### config.mk
export PLATFORM = sky130hd
export DESIGN_NAME = brush_image_recolor_core
export DESIGN_NICKNAME = d
export VERILOG_FILES = /design/src/hw/rtl/brc_pkg.sv /design/src/hw/rtl/brc_analyze.sv /design/src/hw/rtl/brc_recolor.sv /design/src/hw/rtl/brush_image_recolor_core.sv
export SDC_FILE = /design/constraint.sdc
export NUM_CORES = 1
export LEC_CHECK = 0
export BUFFER_PORTS_ARGS = -buffer_cell sky130_fd_sc_hd__buf_2
export CAP_MARGIN = 0
export CORE_AREA = 5 5 150 152
export DETAILED_ROUTE_END_ITERATION = 10
export DIE_AREA = 0 0 155 157
export PLACE_DENSITY = 0.69
export SYNTH_ARGS = -nofsm -noshare
export SYNTH_HDL_FRONTEND = slang
export SYNTH_SLANG_ARGS = --single-unit
export TNS_END_PERCENT = 30
### constraint.sdc
create_clock -name clk -period 5.9 [get_ports clk]
set_input_delay 0.295 -clock clk [delete_from_list [all_inputs] [get_ports clk]]
set_output_delay 0.295 -clock clk [all_outputs]
set_load 0.005 [all_outputs]
### src/hw/rtl/brc_pkg.sv
// Package for the brush image recolor core: shared types and constants.
// Used by brc_analyze, brc_recolor and brush_image_recolor_core; no dependencies.
`default_nettype none

package brc_pkg;

  // Request types carried with each item
  localparam logic [1:0] REQ_RESTART = 2'd0;
  localparam logic [1:0] REQ_ANALYZE = 2'd1;
  localparam logic [1:0] REQ_RECOLOR = 2'd2;

  // Pixel formats (any other code is treated as RGBA)
  localparam logic [1:0] FMT_RGBA    = 2'd0;
  localparam logic [1:0] FMT_GRAY    = 2'd1;
  localparam logic [1:0] FMT_INDEXED = 2'd2;

  // Configuration register indexes
  localparam logic [2:0] CFG_PIXEL_FORMAT = 3'd0;
  localparam logic [2:0] CFG_USE_MAIN     = 3'd1;
  localparam logic [2:0] CFG_MAIN_COLOR   = 3'd2;
  localparam logic [2:0] CFG_USE_BG       = 3'd3;
  localparam logic [2:0] CFG_BG_COLOR     = 3'd4;
  localparam logic [2:0] CFG_MASK_INDEX   = 3'd5;

  // Pixel masks per format
  localparam logic [31:0] MASK_FULL  = 32'hFFFF_FFFF;
  localparam logic [31:0] MASK_GRAY  = 32'h0000_FFFF;
  localparam logic [31:0] MASK_INDEX = 32'h0000_00FF;
  localparam logic [31:0] ALPHA_RGBA = 32'hFF00_0000;
  localparam logic [31:0] ALPHA_GRAY = 32'h0000_FF00;
  localparam logic [31:0] COLOR_RGBA = 32'h00FF_FFFF;
  localparam logic [31:0] COLOR_LOW8 = 32'h0000_00FF;

  // Configuration register set
  typedef struct packed {
    logic [1:0]  pixel_format;
    logic        use_main;
    logic [31:0] main_color;
    logic        use_bg;
    logic [31:0] bg_color;
    logic [7:0]  mask_index;
  } brc_cfg_t;

  // Analysis state handed from the analyser to the recolour logic
  typedef struct packed {
    logic        has_transparent;
    logic        seen_opaque;
    logic [31:0] src_main;
    logic [31:0] src_back;
  } brc_state_t;

  // Cut a raw pixel to the width of the configured format
  function automatic logic [31:0] fmt_mask(input logic [1:0] fmt);
    logic [31:0] m;
    unique case (fmt)
      FMT_GRAY:    m = MASK_GRAY;
      FMT_INDEXED: m = MASK_INDEX;
      default:     m = MASK_FULL;
    endcase
    return m;
  endfunction

  // Alpha bits of the format (indexed uses the RGBA mask but never reads it)
  function automatic logic [31:0] fmt_alpha(input logic [1:0] fmt);
    return (fmt == FMT_GRAY) ? ALPHA_GRAY : ALPHA_RGBA;
  endfunction

endpackage

`default_nettype wire

### src/hw/rtl/brc_analyze.sv
// Analysis state of the brush image recolor core: transparency flag,
// background and main source colours. Depends on brc_pkg.
`default_nettype none

module brc_analyze import brc_pkg::*; (
  input  wire logic        clk,
  input  wire logic        rst,
  input  wire logic        upd,        // staged item leaves the input register
  input  wire logic [1:0]  req,
  input  wire logic [31:0] pixel,      // already cut to the format width
  input  wire brc_cfg_t    cfg,
  output brc_state_t       state
);

  brc_state_t state_next;
  logic       transparent;

  // Transparency test per format
  always_comb begin
    if (cfg.pixel_format == FMT_INDEXED) begin
      transparent = (pixel == {24'd0, cfg.mask_index});
    end else begin
      transparent = ((pixel & fmt_alpha(cfg.pixel_format)) != fmt_alpha(cfg.pixel_format));
    end
  end

  // Next state for restart and analyse items
  always_comb begin
    state_next = state;
    if (req == REQ_RESTART) begin
      state_next = '0;
    end else if (req == REQ_ANALYZE) begin
      priority if (transparent) begin
        state_next.has_transparent = 1'b1;
      end else if (!state.seen_opaque) begin
        state_next.src_main    = pixel;
        state_next.src_back    = pixel;
        state_next.seen_opaque = 1'b1;
      end else if (pixel != state.src_back && state.src_main == state.src_back) begin
        state_next.src_main = pixel;
      end else begin
        // opaque pixel that leaves both source colours as they are
        state_next = state;
      end
    end
  end

  always_ff @(posedge clk) begin
    if (rst) begin
      state <= '0;
    end else if (upd) begin
      state <= state_next;
    end
  end

endmodule

`default_nettype wire

### src/hw/rtl/brc_recolor.sv
// Recolour logic of the brush image recolor core: picks the new colour of one
// pixel from the analysis state and the configuration. Depends on brc_pkg.
`default_nettype none

module brc_recolor import brc_pkg::*; (
  input  wire logic [31:0] pixel,      // already cut to the format width
  input  wire brc_cfg_t    cfg,
  input  wire brc_state_t  state,
  output logic [31:0]      result
);

  logic        indexed;
  logic [31:0] keep;
  logic [31:0] cmask;
  logic [31:0] new_main;
  logic [31:0] new_back;
  logic [31:0] sentinel;
  logic [31:0] back;
  logic [31:0] mainc;
  logic [31:0] pick;

  // Replacement colours keep the pixel's own alpha
  always_comb begin
    indexed  = (cfg.pixel_format == FMT_INDEXED);
    keep     = indexed ? 32'd0 : (pixel & fmt_alpha(cfg.pixel_format));
    cmask    = (indexed || cfg.pixel_format == FMT_GRAY) ? COLOR_LOW8 : COLOR_RGBA;
    new_main = keep | (cfg.main_color & cmask);
    new_back = keep | (cfg.bg_color & cmask);
    sentinel = indexed ? {24'd0, cfg.mask_index} : 32'd0;
    back     = state.seen_opaque ? state.src_back : sentinel;
    mainc    = state.seen_opaque ? state.src_main : sentinel;
  end

  // Colour choice; transparent images recolour every non-mask pixel when main or background recolouring is enabled
  always_comb begin
    if (state.has_transparent) begin
      priority if (indexed && pixel == {24'd0, cfg.mask_index}) begin
        pick = pixel;
      end else if (cfg.use_main) begin
        pick = new_main;
      end else if (cfg.use_bg) begin
        pick = new_back;
      end else begin
        pick = pixel;
      end
    end else begin
      priority if (cfg.use_main && (pixel != back || mainc == back)) begin
        pick = new_main;
      end else if (cfg.use_bg && pixel == back) begin
        pick = new_back;
      end else begin
        pick = pixel;
      end
    end
    result = pick & fmt_mask(cfg.pixel_format);
  end

endmodule

`default_nettype wire

### src/hw/rtl/brush_image_recolor_core.sv
// Top level of the brush image recolor core: configuration registers,
// input register and result register. Depends on brc_pkg, brc_analyze, brc_recolor.
`default_nettype none

// One item is accepted every cycle while in_stall is low. An item sits in the
// input register until it moves on; there the analysis state is updated or the
// pixel is recoloured from the state left by all earlier items. A recolour
// result is loaded into the result register as its item moves on and is held
// there while out_stall is high. Restart, analyse and unused request codes
// give no result. in_stall rises only while the staged item is a recolour
// item and the result register holds a result that is itself stalled.
// Configuration should be written only while no item is in flight.
module brush_image_recolor_core import brc_pkg::*; (
  input  wire logic        clk,
  input  wire logic        rst,
  // configuration write port
  input  wire logic        cfg_write,
  input  wire logic [2:0]  cfg_index,
  input  wire logic [31:0] cfg_data,
  // input channel
  input  wire logic        in_valid,
  output logic             in_stall,
  input  wire logic [1:0]  req_type,
  input  wire logic [31:0] pixel_in,
  // output channel
  output logic             out_valid,
  input  wire logic        out_stall,
  output logic [31:0]      pixel_out
);

  brc_cfg_t    cfg;
  brc_state_t  state;

  logic        s1_valid;
  logic [1:0]  s1_req;
  logic [31:0] s1_pixel;
  logic [31:0] s1_pixel_cut;
  logic        s1_recolor;
  logic        s1_adv;
  logic        in_take;
  logic [31:0] recolor_result;

  // Configuration registers
  always_ff @(posedge clk) begin
    if (rst) begin
      cfg <= '0;
    end else if (cfg_write) begin
      unique case (cfg_index)
        CFG_PIXEL_FORMAT: cfg.pixel_format <= cfg_data[1:0];
        CFG_USE_MAIN:     cfg.use_main     <= cfg_data[0];
        CFG_MAIN_COLOR:   cfg.main_color   <= cfg_data;
        CFG_USE_BG:       cfg.use_bg       <= cfg_data[0];
        CFG_BG_COLOR:     cfg.bg_color     <= cfg_data;
        CFG_MASK_INDEX:   cfg.mask_index   <= cfg_data[7:0];
        default:          ;
      endcase
    end
  end

  // Handshake: the staged item moves on unless its result has nowhere to go
  always_comb begin
    s1_recolor = (s1_req == REQ_RECOLOR);
    s1_adv     = s1_valid && (!s1_recolor || !out_valid || !out_stall);
    in_stall   = s1_valid && !s1_adv;
    in_take    = in_valid && !in_stall;
    s1_pixel_cut = s1_pixel & fmt_mask(cfg.pixel_format);
  end

  // Input register
  always_ff @(posedge clk) begin
    if (rst) begin
      s1_valid <= 1'b0;
    end else if (in_take || s1_adv) begin
      s1_valid <= in_take;
    end
  end

  always_ff @(posedge clk) begin
    if (in_take) begin
      s1_req   <= req_type;
      s1_pixel <= pixel_in;
    end
  end

  brc_analyze u_analyze (
    .clk   (clk),
    .rst   (rst),
    .upd   (s1_adv),
    .req   (s1_req),
    .pixel (s1_pixel_cut),
    .cfg   (cfg),
    .state (state)
  );

  brc_recolor u_recolor (
    .pixel  (s1_pixel_cut),
    .cfg    (cfg),
    .state  (state),
    .result (recolor_result)
  );

  // Result register
  always_ff @(posedge clk) begin
    if (rst) begin
      out_valid <= 1'b0;
    end else if (s1_adv && s1_recolor) begin
      out_valid <= 1'b1;
    end else if (!out_stall) begin
      out_valid <= 1'b0;
    end
  end

  always_ff @(posedge clk) begin
    if (s1_adv && s1_recolor) begin
      pixel_out <= recolor_result;
    end
  end

endmodule

`default_nettype wire
==> results of run 1 <==
## layout make-up
class,instances,area share (%)
Tap cell,275,3.27
Sequential cell,194,43.2
Clock buffer,18,4.08
Inverter,23,0.820
Clock inverter,14,1.45
Multi-Input combinational cell,717,41.5
Timing Repair Buffer,113,5.70
## kinds of logic after synthesis
logic type                 after synthesis  synth area share, %
AOI/OAI and AO/OA                      277                 20.7
xor gates and xnor gates                51                 4.82
adders and majority gates                2                0.270
buffers and inverters                   95                 4.15
DFF                                    194                 49.0
muxes                                   18                 2.30
and+or+nand+nor                        369                 18.7
## power groups by stage
stage	clock, mW	sequential, mW	combinational, mW
2_1_floorplan	0	1.47	0.131
3_3_place_gp	0	1.48	0.198
3_5_place_dp	0	1.48	0.200
4_1_cts	1.18	1.45	0.201
5_1_grt	1.24	1.46	0.223
6_report	1.16	1.45	0.202
## layout by cell type, fill, tap and decap left out, types with 7 or more instances in the layout
master     netlist  routed
o311ai_0         8       8
a31oi_1          9       9
o31ai_1          9       9
a32oi_1         22      22
nand3b_1         8       8
inv_1           22      22
nand2b_1        16      16
o21ai_0         15      15
a21oi_1         97      96
mux2i_1         10      10
a22oi_1         26      26
nor4_1          12      12
o2bb2ai_1       32      32
xnor2_1         43      43
nor3_1           9       9
nand4_1         12      12
buf_2            7      99
edfxtp_1        66      66
nand3_1         18      18
dfxtp_1        128     128
xor2_1           8       8
a41oi_1          7       7
clkbuf_16        0      17
nor2_1          68      68
nand2_1        183     183
a211oi_1         8       8
buf_4            1      14
nor2b_1          9       8
a22o_1           8       8
## layer usage
layer | vias to the layer above | wire length [µm] | global-route usage (%)
li1 | 3783 | - | -
met1 | 3782 | 11900 | 29.5
met2 | 289 | 11900 | 32.7
met3 | 47 | 1650 | 4.78
met4 | 2 | 587 | 6.43
met5 | - | 7 | 0
## through the flow
step | util [%] | worst slack [ns]
2_1_floorplan | - | 2.85
3_3_place_gp | 47.6 | 1.44
3_5_place_dp | 47.6 | 1.40
4_1_cts | 50.4 | 1.37
5_1_grt | 50.4 | 1.01
6_report | 50.4 | 1.27
## state kept, by name, indices dropped and copies added, names as in the netlist
register,count
s1_valid,1
cfg,60
s1_req,2
s1_pixel,32
pixel_out,32
out_valid,1
u_analyze.state,66
## worst max-delay path: cells and delay by family, from the launching register on
kind                     cells  cell delay (ns)
buffers and inverters        3             0.97
adder cells (fa/ha/maj)      1             0.68
AND/OR/NAND/NOR              4             1.59
AO/OA/AOI/OAI                3             0.98
flip-flops                   1             0.33
## final timing paths
path	from	end	slack, ns	cells past startpoint
max	cfg[74]$_SDFFE_PP0P_	u_analyze.state[29]$_SDFFE_PP0P_	1.27	11
min	pixel_in[7]	s1_pixel[7]$_DFFE_PP_	0.02	1
max reg2reg	cfg[74]$_SDFFE_PP0P_	u_analyze.state[29]$_SDFFE_PP0P_	1.27	11
min reg2reg	cfg[54]$_SDFFE_PP0P_	cfg[54]$_SDFFE_PP0P_	0.46	2
==> impl_results.md, run 1 <==
* Mapped cell area at 9270 µm²
* Register bit total from synthesis at 194
* Outcome: completed
* Area growth, synth to finish at 13.6%
* Slew margin rel. at 19.3%
* Post-synth ARST share at 0%
* Tmin final at 4.63 ns
* Ys Warns at 0
* Setup TNS at 0 ns
* Finished Layout Cells at 1354
* Cell Rows at 53
* Required @ worst endpoint at 6.27 ns
* Syn Inst Count at 1006
* Pin count of the biggest net entering global routing at 51
* Dpl cell area at 9950 µm²
* Pre-antenna DRT Iters at 5
* Die extent in y at 157 µm
* HP Class: input port to flop
* Vias per cell at 5.84
* Vias in the first global route at 7291
* Residual DRC count at 0
* Fin nets at 1142
* Most area-consuming cells after synthesis: dfxtp_1 (28%), edfxtp_1 (21%), nand2_1 (7.4%)
* Horiz. Die Dim at 155 µm
* Syn nets at 1082
* Worst path cell trace: inv_1 > ha_2 > clkinv_1 > a41oi_1 > or4_1 > o21ai_0 > nor2_1 > and3_1 > buf_4 > a32oi_1 > nor2_1
* Yosys top cell by area: dfxtp_1
* Root Driver: clkbuf_16
* Cell count after placement at 1322
* Vias at 7903
* Clock sink count at 194
* RSZ-0062 raised after global routing: no
* Area of the multi-input gates at 4370 µm²
* GRT Residual Overflow at 0
* Fillers at 1963
* Clock Power Share at 41.1%
* Setup repair bufs after CTS at 0
* Clk pin slew, worst setup/hold paths at 0.08 ns
* Fin Hold WS at 0.0217 ns
* Share of power burned in registers at 51.7%
* CP max stage cell: ha_2
* Fin crit share at 78.5%
* Leak at 3.79 nW
* Gate power share at 7.2%
* Ys flop type: dfxtp_1
* Max-cap viol count at 0
* WL per Instance at 19.2 µm
* Sequential area share after synthesis at 49.0%
* Crit. End Element: flop
* Internal power at 2.12 mW
* Routed Antenna Nets at 0
* Most frequent CP cell: nor2_1
* Initial Util at 44.4%
* Critical path type: flop to flop
* Layout cells sized above 1 at 15.6%
* Antenna Cells at 0
* Worst-path maximum fanout at 28
* Worst-Skew Late Latency at 0.44 ns
* P per Cell Area at 267 nW/µm²
* PortBufs at 99
* Register Area at 4540 µm²
* Core region area at 20900 µm²
* Largest stage delay, worst path at 0.68 ns
* Skew final at 0.0124 ns
* Netlist cell types at 65
* Die area at 24300 µm²
* Total Routing Usage GR at 21.1%
* Critical path arrival at 5.00 ns
* Final setup violating endpoints at 0
* I/O Pins at 108
* Final HPWL DP at 17.6 mm
* Worst VDD drop at 0.000180 V
* Total power at 2.81 mW
* Number of buffers created by CTS at 17
* Switching Power at 0.693 mW
* Slew Viols, Final at 0
* Most instantiated library cell after synthesis: nand2_1
* H-tree levels at 4
* GPL Wtd Cong at 0.890
* Initial antenna violation count at 1
* EDFF count, synth at 66
* CTS tree: yes
* Maximum clock rate at 216 MHz
* Total count of hold-check failures in the final report at 0
* First-pass GRT wire length at 40.4 mm
* Switching Share at 24.6%
* Final Instance Area at 10500 µm²
* Mapped Avg Cell Area at 9.21 µm²
* DRT Wirelength at 26.0 mm
* Crit path launch type: flop
* # resized after CTS at 0
* Synth top area share at 27.7%
* Longest Clk Path Bufs at 2
* Slew of the pin with the lowest slew margin at 1.21 ns
* DRT iter0 DRCs at 788
* Hold-fix buffers, CTS at 0
* Commonest cells in the netlist: nand2_1 (183), dfxtp_1 (128), a21oi_1 (97)
(Power assumes the default switching activity.)
==> run 2: changes to the inputs <==
--- a/config.mk
+++ b/config.mk
@@ -5,11 +5,12 @@
 export SDC_FILE = /design/constraint.sdc
 export NUM_CORES = 1
 export LEC_CHECK = 0
+export ABC_AREA = 1
 export BUFFER_PORTS_ARGS = -buffer_cell sky130_fd_sc_hd__buf_2
 export CAP_MARGIN = 0
-export CORE_AREA = 5 5 150 152
+export CORE_AREA = 5 5 161 163
 export DETAILED_ROUTE_END_ITERATION = 10
-export DIE_AREA = 0 0 155 157
+export DIE_AREA = 0 0 166 168
 export PLACE_DENSITY = 0.69
 export SYNTH_ARGS = -nofsm -noshare
 export SYNTH_HDL_FRONTEND = slang
==> constraint.sdc (replaced) <==
create_clock -name clk -period 4.5 [get_ports clk]
set_input_delay 0.225 -clock clk [delete_from_list [all_inputs] [get_ports clk]]
set_output_delay 0.225 -clock clk [all_outputs]
set_load 0.005 [all_outputs]
==> impl_results.md, run 2 <==
* Outcome: completed (unchanged)
* Longest Clk Path Bufs at 2 (unchanged)
* Crit. End Element: flop (unchanged)
* Clock sink count at 194 (unchanged)
* Fin nets at 1714 (was 1142)
* Root Driver: clkbuf_16 (unchanged)
* Die extent in y at 168 µm (was 157 µm)
* Worst VDD drop at 0.000217 V (was 0.000180 V)
* Finished Layout Cells at 1975 (was 1354)
* Mapped Avg Cell Area at 6.95 µm² (was 9.21 µm²)
* Pin count of the biggest net entering global routing at 51 (unchanged)
* Pre-antenna DRT Iters at 5 (unchanged)
* Residual DRC count at 0 (unchanged)
* I/O Pins at 108 (unchanged)
* Area growth, synth to finish at 14.3% (was 13.6%)
* Initial Util at 44.5% (was 44.4%)
* Commonest non-fill, non-tap cell in the layout: nand2_1 (unchanged)
* Worst Slack Setup Final at 0.878 ns (was 1.27 ns)
* Mapped cell area at 10800 µm² (was 9270 µm²)
* CP max stage cell: ha_2 (unchanged)
* Largest stage delay, worst path at 0.73 ns (was 0.68 ns)
* Cell count after placement at 1909 (was 1322)
* H-tree levels at 4 (unchanged)
* WL per Instance at 16.3 µm (was 19.2 µm)
* Number of flip-flops in the largest register at 66 (unchanged)
* Most frequent cells in the layout: nand2_1 (378), nor2_1 (270), dfxtp_1 (128) (was nand2_1 (183), dfxtp_1 (128), buf_2 (99))
* Dpl cell area at 11400 µm² (was 9950 µm²)
* Critical path type: flop to flop (unchanged)
* PortBufs at 99 (unchanged)
* Most area-consuming cells after synthesis: dfxtp_1 (24%), edfxtp_1 (18%), nand2_1 (13%) (was dfxtp_1 (28%), edfxtp_1 (21%), nand2_1 (7.4%))
* Final setup violating endpoints at 0 (unchanged)
* RSZ-0062 raised after global routing: no (unchanged)
* Ys Warns at 0 (unchanged)
* Required @ worst endpoint at 4.69 ns (was 6.27 ns)
* Slew margin rel. at 36.7% (was 19.3%)
* Die area at 27900 µm² (was 24300 µm²)
* EDFF count, synth at 66 (unchanged)
* Largest Register: u_analyze.state (unchanged)
* Commonest cells in the netlist: nand2_1 (378), nor2_1 (271), dfxtp_1 (128) (was nand2_1 (183), dfxtp_1 (128), a21oi_1 (97))
* Horiz. Die Dim at 166 µm (was 155 µm)
* Antenna Cells at 0 (unchanged)
* Skew final at 0.0167 ns (was 0.0124 ns)
* Vias per cell at 5.35 (was 5.84)
* Worst path cell trace: inv_1 > ha_2 > nand2_2 > xor2_1 > nor2_1 > nand2_1 > nor2_1 > nand2_1 > nor2_4 > nand2_4 > nand2_4 > nand3_1 > nand3_1 > nand2_1 (was inv_1 > ha_2 > clkinv_1 > a41oi_1 > or4_1 > o21ai_0 > nor2_1 > and3_1 > buf_4 > a32oi_1 > nor2_1)
* Core region area at 24200 µm² (was 20900 µm²)
* GRT Residual Overflow at 0 (unchanged)
* Slew of the pin with the lowest slew margin at 0.948 ns (was 1.21 ns)
* Fillers at 2356 (was 1963)
* Tmin final at 3.62 ns (was 4.63 ns)
* Most instantiated library cell after synthesis: nand2_1 (unchanged)
* Ys flop type: dfxtp_1 (unchanged)
* Slew Viols, Final at 0 (unchanged)
* Initial antenna violation count at 0 (was 1)
* Crit path max-delay family: simple AND/OR/NAND/NOR gates (unchanged)
* DRT iter0 DRCs at 983 (was 788)
* Number of buffers created by CTS at 17 (unchanged)
* Netlist cell types at 37 (was 65)
* Worst-Skew Late Latency at 0.45 ns (was 0.44 ns)
* Fin crit share at 80.5% (was 78.5%)
* Routed Antenna Nets at 0 (unchanged)
* Critical path arrival at 3.81 ns (was 5.00 ns)
* Core Util, Final at 50.9% (was 50.4%)
* Final Instance Area at 12300 µm² (was 10500 µm²)
* Setup WS pre-CTS at 0.948 ns (was 1.40 ns)
* Crit path launch type: flop (unchanged)
* Synth top area share at 23.8% (was 27.7%)
* Most frequent CP cell: nand2_1 (was nor2_1)
* Cell Rows at 57 (was 53)
* Syn Inst Count at 1549 (was 1006)
* P per Cell Area at 327 nW/µm² (was 267 nW/µm²)
* Setup TNS at 0 ns (unchanged)
* HP Class: input port to flop (unchanged)
* First-pass GRT wire length at 51.8 mm (was 40.4 mm)
* Register bit total from synthesis at 194 (unchanged)
* Maximum clock rate at 276 MHz (was 216 MHz)
* Sequential area share after synthesis at 42.2% (was 49.0%)
* Setup repair bufs after CTS at 0 (unchanged)
* Total count of hold-check failures in the final report at 0 (unchanged)
* Worst-path maximum fanout at 40 (was 28)
* Total Routing Usage GR at 22.7% (was 21.1%)
* Syn nets at 1625 (was 1082)
* CP Buf/Inv Count at 1 (was 3)
* CTS tree: yes (unchanged)
* Vias at 10600 (was 7903)
* Max-cap viol count at 0 (unchanged)
* Final HPWL DP at 21.7 mm (was 17.6 mm)
* Clk pin slew, worst setup/hold paths at 0.07 ns (was 0.08 ns)
* Post-synth ARST share at 0% (unchanged)
* Fin Hold WS at 0.0206 ns (was 0.0217 ns)
* Vias in the first global route at 9976 (was 7291)
* GPL Wtd Cong at 0.949 (was 0.890)
* Yosys top cell by area: dfxtp_1 (unchanged)
* Total power at 4.03 mW (was 2.81 mW)
* Layout cells sized above 1 at 11.6% (was 15.6%)
* Leak at 5.48 nW (was 3.79 nW)
* Biggest regs: u_analyze.state x66, cfg x60 (unchanged)
* DRT Wirelength at 32.1 mm (was 26.0 mm)
[run 2: changes by cell type after synthesis, moves of 32 or more]
cell,before,now
inv_1,22,125
nand2_1,183,378
xnor2_1,43,10
nand3_1,18,106
o21ai_0,15,108
nor2_1,68,271
o2bb2ai_1,32,0
[run 2: worst paths after layout]
path                             start                     end  slack [ns]  cells after the start
setup / recovery  cfg[74]$_SDFFE_PP0P_  pixel_out[1]$_DFFE_PP_        0.88                     14
hold / removal            cfg_data[22]    cfg[30]$_SDFFE_PP0P_        0.02                      3
setup reg to reg  cfg[74]$_SDFFE_PP0P_  pixel_out[1]$_DFFE_PP_        0.88                     14
hold reg to reg   cfg[11]$_SDFFE_PP0P_    cfg[11]$_SDFFE_PP0P_        0.48                      2
[run 2: cell families after synthesis]
group,synth area share [%]
buf+inv,8.54
fa+ha+maj,0.232
compound gates,13.7
simple gates,31.5
xor+xnor,3.74
flops,42.2
[run 2: final cells by class]
cell class / instances / area (µm²) / area share [%]
Sequential cell: 194 / 4540 / 36.9
Tap cell: 324 / 405 / 3.29
Timing Repair Buffer: 151 / 971 / 7.89
Clock buffer: 17 / 425 / 3.46
Inverter: 130 / 493 / 4.01
Multi-Input combinational cell: 1144 / 5310 / 43.1
Clock inverter: 15 / 156 / 1.27
[run 2: power breakdown]
part           switching (mW)  total [mW]  internal, mW
combinational           0.347       0.542         0.194
sequential             0.0643        1.95          1.88
clock                   0.710        1.54         0.827
[run 2: metal layers]
layer  vias up  track usage [%]  wire length [µm]
met3        58             3.96              1970
met2       368             37.7             15000
met4         0             7.35               804
met1      4922             30.3             14300
met5         -                0                 0
li1       5213                -                 -
[run 2: what timing repair did]
item | in CTS | in global routing
hold endpoints to repair | 34 | 0
hold buffers | 34 | 0
resized for setup | 0 | 0
[run 2: worst reg2reg max path: cells and delay by family (launching register included)]
kind / cells / cell delay (ns)
xor+xnor: 1 / 0.25
fa+ha+maj: 1 / 0.73
buf+inv: 1 / 0.06
flops: 1 / 0.33
simple gates: 11 / 1.99
